**src/sv/assert_macros.svh**
```systemverilog
// ---------------------------------------------------------------------------
// Assertion macros
// Shared concurrent assertion wrappers; empty bodies when SYNTH is defined.
// ---------------------------------------------------------------------------
`ifndef ASSERT_MACROS_SVH
`define ASSERT_MACROS_SVH

`ifndef SYNTH
// Checked on clk, disabled while arst_n is low
`define DCS_ASSERT(lbl, prop, msg) \
	lbl: assert property (@(posedge clk) disable iff (!arst_n) prop) else $error(msg);
// Checked on clk at every edge, reset included
`define DCS_ASSERT_ALWAYS(lbl, prop, msg) \
	lbl: assert property (@(posedge clk) prop) else $error(msg);
`else
`define DCS_ASSERT(lbl, prop, msg)
`define DCS_ASSERT_ALWAYS(lbl, prop, msg)
`endif

`endif

```
**src/sv/dcs_pkg.sv**
```systemverilog
// ---------------------------------------------------------------------------
// dcs_pkg
// Types and constants of the discrete CDF sampler.
// ---------------------------------------------------------------------------
package dcs_pkg;

	// table geometry
	localparam int MAX_STATES = 256;
	localparam int IDX_W      = $clog2(MAX_STATES);

	// field widths
	localparam int WEIGHT_W = 32;
	localparam int NST_W    = 9;
	localparam int MULT_W   = 17;
	localparam int CFG_W    = 17;
	localparam int CFG_IDX_W = 2;
	localparam int PROD_W   = 2 * WEIGHT_W;

	// configuration register indexes
	localparam logic [CFG_IDX_W-1:0] REG_NUM_STATES  = 2'd0;
	localparam logic [CFG_IDX_W-1:0] REG_MULT_Z      = 2'd1;
	localparam logic [CFG_IDX_W-1:0] REG_MULT_W      = 2'd2;

	// reset values
	localparam logic [NST_W-1:0]    NUM_STATES_RST = 9'd1;
	localparam logic [MULT_W-1:0]   MULT_Z_RST     = 17'd18000;
	localparam logic [MULT_W-1:0]   MULT_W_RST     = 17'd18030;
	localparam logic [WEIGHT_W-1:0] GEN_Z_SEED     = 32'd362436069;
	localparam logic [WEIGHT_W-1:0] GEN_W_SEED     = 32'd521288629;

	// request kinds
	localparam logic KIND_LOAD = 1'b0;
	localparam logic KIND_DRAW = 1'b1;

	// sequencer states
	typedef enum logic [2:0] {
		S_IDLE,
		S_GZ,
		S_GW,
		S_PROD,
		S_SRCH,
		S_DONE
	} state_t;

endpackage

```
**src/sv/dcs_mul.sv**
```systemverilog
// ---------------------------------------------------------------------------
// dcs_mul
// Shared multiply-add unit: p = a * b + c, registered, holds when idle.
// ---------------------------------------------------------------------------
module dcs_mul
	import dcs_pkg::*;
(
	input  logic                clk,
	input  logic                en,
	input  logic [WEIGHT_W-1:0] a,
	input  logic [WEIGHT_W-1:0] b,
	input  logic [WEIGHT_W-1:0] c,
	output logic [PROD_W-1:0]   p
);

	logic [PROD_W-1:0] p_s1;

	// one 32x32 product plus addend per enabled cycle
	always_ff @(posedge clk) begin
		if (en) begin
			p_s1 <= PROD_W'(a) * PROD_W'(b) + PROD_W'(c);
		end
	end

	assign p = p_s1;

endmodule

```
**config.mk**
```make
export PLATFORM = sky130hd
export DESIGN_NAME = dcs_mul
export DESIGN_NICKNAME = d
export VERILOG_FILES = /design/src/sv/assert_macros.svh /design/src/sv/dcs_pkg.sv /design/src/sv/dcs_mul.sv
export SDC_FILE = /design/constraint.sdc
export NUM_CORES = 2
export LEC_CHECK = 0
export BUFFER_PORTS_ARGS = -buffer_cell sky130_fd_sc_hd__buf_2
export CORE_MARGIN = 5
export CORE_UTILIZATION = 66
export DETAILED_ROUTE_END_ITERATION = 8
export PLACE_DENSITY = 0.85
export SLEW_MARGIN = 10
export SYNTH_ARGS = -nofsm -noshare
export SYNTH_HDL_FRONTEND = slang
export SYNTH_SLANG_ARGS = --single-unit
```
**constraint.sdc**
```tcl
create_clock -name clk -period 10.4 [get_ports clk]
set_input_delay 2.08 -clock clk [delete_from_list [all_inputs] [get_ports clk]]
set_output_delay 2.08 -clock clk [all_outputs]
set_load 0.02 [all_outputs]
```
==> out/summary.txt <==
outcome: finished clean
crit start category: input port
Nets: 5230
period utilization: 95.5%
synth-to-layout area growth: 4.76%
synth warn: 0
Seq/Total Area, Yosys: 5.27%
post-synth top area share: 50.9%
Die Span Y: 245 um
most common cell after layout, fill and taps aside: inv_1
RSZ-0062 raised after global routing: no
initial antenna violation count: 5
H-Tree Depth: 3
CP Max Fanout: 28
worst min path class: in2reg
TritonRoute pass-1 iters: 6
fmax: 101 MHz
layout cells sized above 1: 6.51%
commonest non-fill, non-tap cells in the layout: inv_1, fa_1, and2_1
Max Slew Vio Count: 0
CTS Hold Bufs: 0
vias in the first global route: 30.5k
Initial Utilization: 66.4%
Routed Antenna Nets: 0
Vias/cell: 5.75
cell count after synthesis: 3927
GRT overflow: 0
io pins: 162
CP arrival: 10020 ps
ys flop type: edfxtp_1
Crit. End Element: register
setup TNS: 0 ps
routed wire length: 98.3 mm
FF/Latch Area: 1920 um^2
Yosys cell types: 59
post-CTS sizing: 0
Clock Path Buffers: 2
pin count of the biggest net entering global routing: 65
Synth async-reset ratio: 0%
chip width: 245 um
clk root buf: clkbuf_16
Post-synth EDFFs: 64
Iter 0 DRT Violations: 1943
Post-Syn Area: 36500 um^2
residual DRC count: 0
clock sink total: 64
Syn Area/Cell: 9.29 um^2
Tmin final: 9930 ps
global-route wire length before repair: 159 mm
area of the multi-input gates: 29900 um^2
RePlAce Congestion: 0.974
# rows: 86
IO buf count: 161
Final Hold Viols: 0
CTS tree: yes
FF+latch count, synth: 64
slew margin rel.: 44.9%
DP HPWL: 80.7 mm
Fillers: 4130
full die area: 60100 um^2
CTS Buf Count: 9
Setup Fix Bufs, Post-CTS: 0
Synth area leader: fa_1
all-layer global routing usage: 34.0%
wire per inst: 20.9 um
syn nets: 5216
max FFs per register: 64
Critical Path RT: 10490 ps
Core Box Area: 55000 um^2
Final Setup Violations: 0
MaxCap Viol Count: 0
detailed-route via count: 27.0k
clock transition at the registers of the reported paths: 50 ps
Tightest Pin Transition: 826 ps
Area contributors post-synth: fa_1, and2_1, inv_1
Setup CP Type: in2reg
## through the flow
| step | instance area (um^2) | std cells | util (%) | hold WS (ps) | worst slack, ps |
|---|---|---|---|---|---|
| final | 38200 | 4697 | 69.5 | 2030 | 471 |
| after global routing | 38200 | 4695 | 69.5 | 2040 | 240 |
| after CTS | 38200 | 4694 | 69.5 | 2020 | 687 |
| after detailed placement | 37900 | 4678 | 68.9 | 2380 | 335 |
| after global placement | 37900 | 4678 | 68.9 | 2390 | 376 |
| after floorplan | 36500 | 3927 | - | 2190 | 1100 |
## cell families after synthesis
group	after synthesis	share of synthesized area (%)
adders and majority gates	1191	59.9
AOI/OAI and AO/OA	203	3.70
and+or+nand+nor	1175	16.9
xor gates and xnor gates	63	1.51
DFF	64	5.27
buffers and inverters	1231	12.7
## cells in the mapped netlist (2+ instances only)
master / count
a31oi_1: 8
o21bai_1: 16
inv_1: 1004
nand4_1: 23
nand2b_1: 4
a21boi_0: 2
a211oi_1: 5
a41o_1: 2
and2_1: 632
nand3_1: 15
xnor2_1: 42
edfxtp_1: 64
nor3_1: 10
and3_1: 6
ha_1: 263
a21o_1: 35
buf_4: 2
o21a_1: 2
nor2_1: 24
o21ai_1: 2
clkbuf_1: 223
o21ai_0: 32
o221ai_1: 2
o31ai_1: 5
a41oi_1: 3
o211ai_1: 2
nor4_1: 3
nor2b_1: 8
xor2_1: 21
nand2_1: 444
a221oi_1: 3
fa_1: 928
or4_1: 2
a21oi_1: 65
## metal layers
| layer | wire [um] | up-vias | part of all wire, % | global-route usage, % |
|---|---|---|---|---|
| li1 | - | 11300 | - | - |
| met3 | 9640 | 493 | 9.8 | 7.76 |
| met1 | 33000 | 13600 | 34 | 40.3 |
| met2 | 47400 | 1575 | 48 | 56.2 |
| met5 | 28 | - | 0.028 | 0 |
| met4 | 8190 | 4 | 8.3 | 21.9 |
## layout make-up
class,instances,area share (%)
inverters,1004,9.86
multi-input cells,2632,78.3
clock inverters,6,0.281
flip-flops and latches,64,5.03
clock buffers,10,0.599
diodes,3,0.0196
well taps,748,2.45
repair buffers,230,3.46
## worst max-delay path, cell delays in order
cell and delay, ps:
buf_2 580, and2_1 250, fa_1 450, fa_1 570
inv_1 60, fa_1 500, fa_1 520, inv_1 60
fa_1 550, fa_1 430, fa_1 490, inv_1 60
fa_1 650, inv_1 80, ha_1 350, a21oi_1 250
o21ai_0 180, a211oi_1 390, o211ai_1 170, o21ai_0 430
o21ai_1 220, a41oi_1 340, o21ai_1 140, xor2_1 170
## final timing paths
| path | start | endpoint | cells past startpoint | slack (ps) |
|---|---|---|---|---|
| worst max-delay path | b[9] | p[59] | 24 | 470 |
| worst min-delay path | c[0] | p[0] | 2 | 2030 |
Power is not shown: default switching activity piles up to over one toggle a cycle in this logic, so the estimate is an artifact.
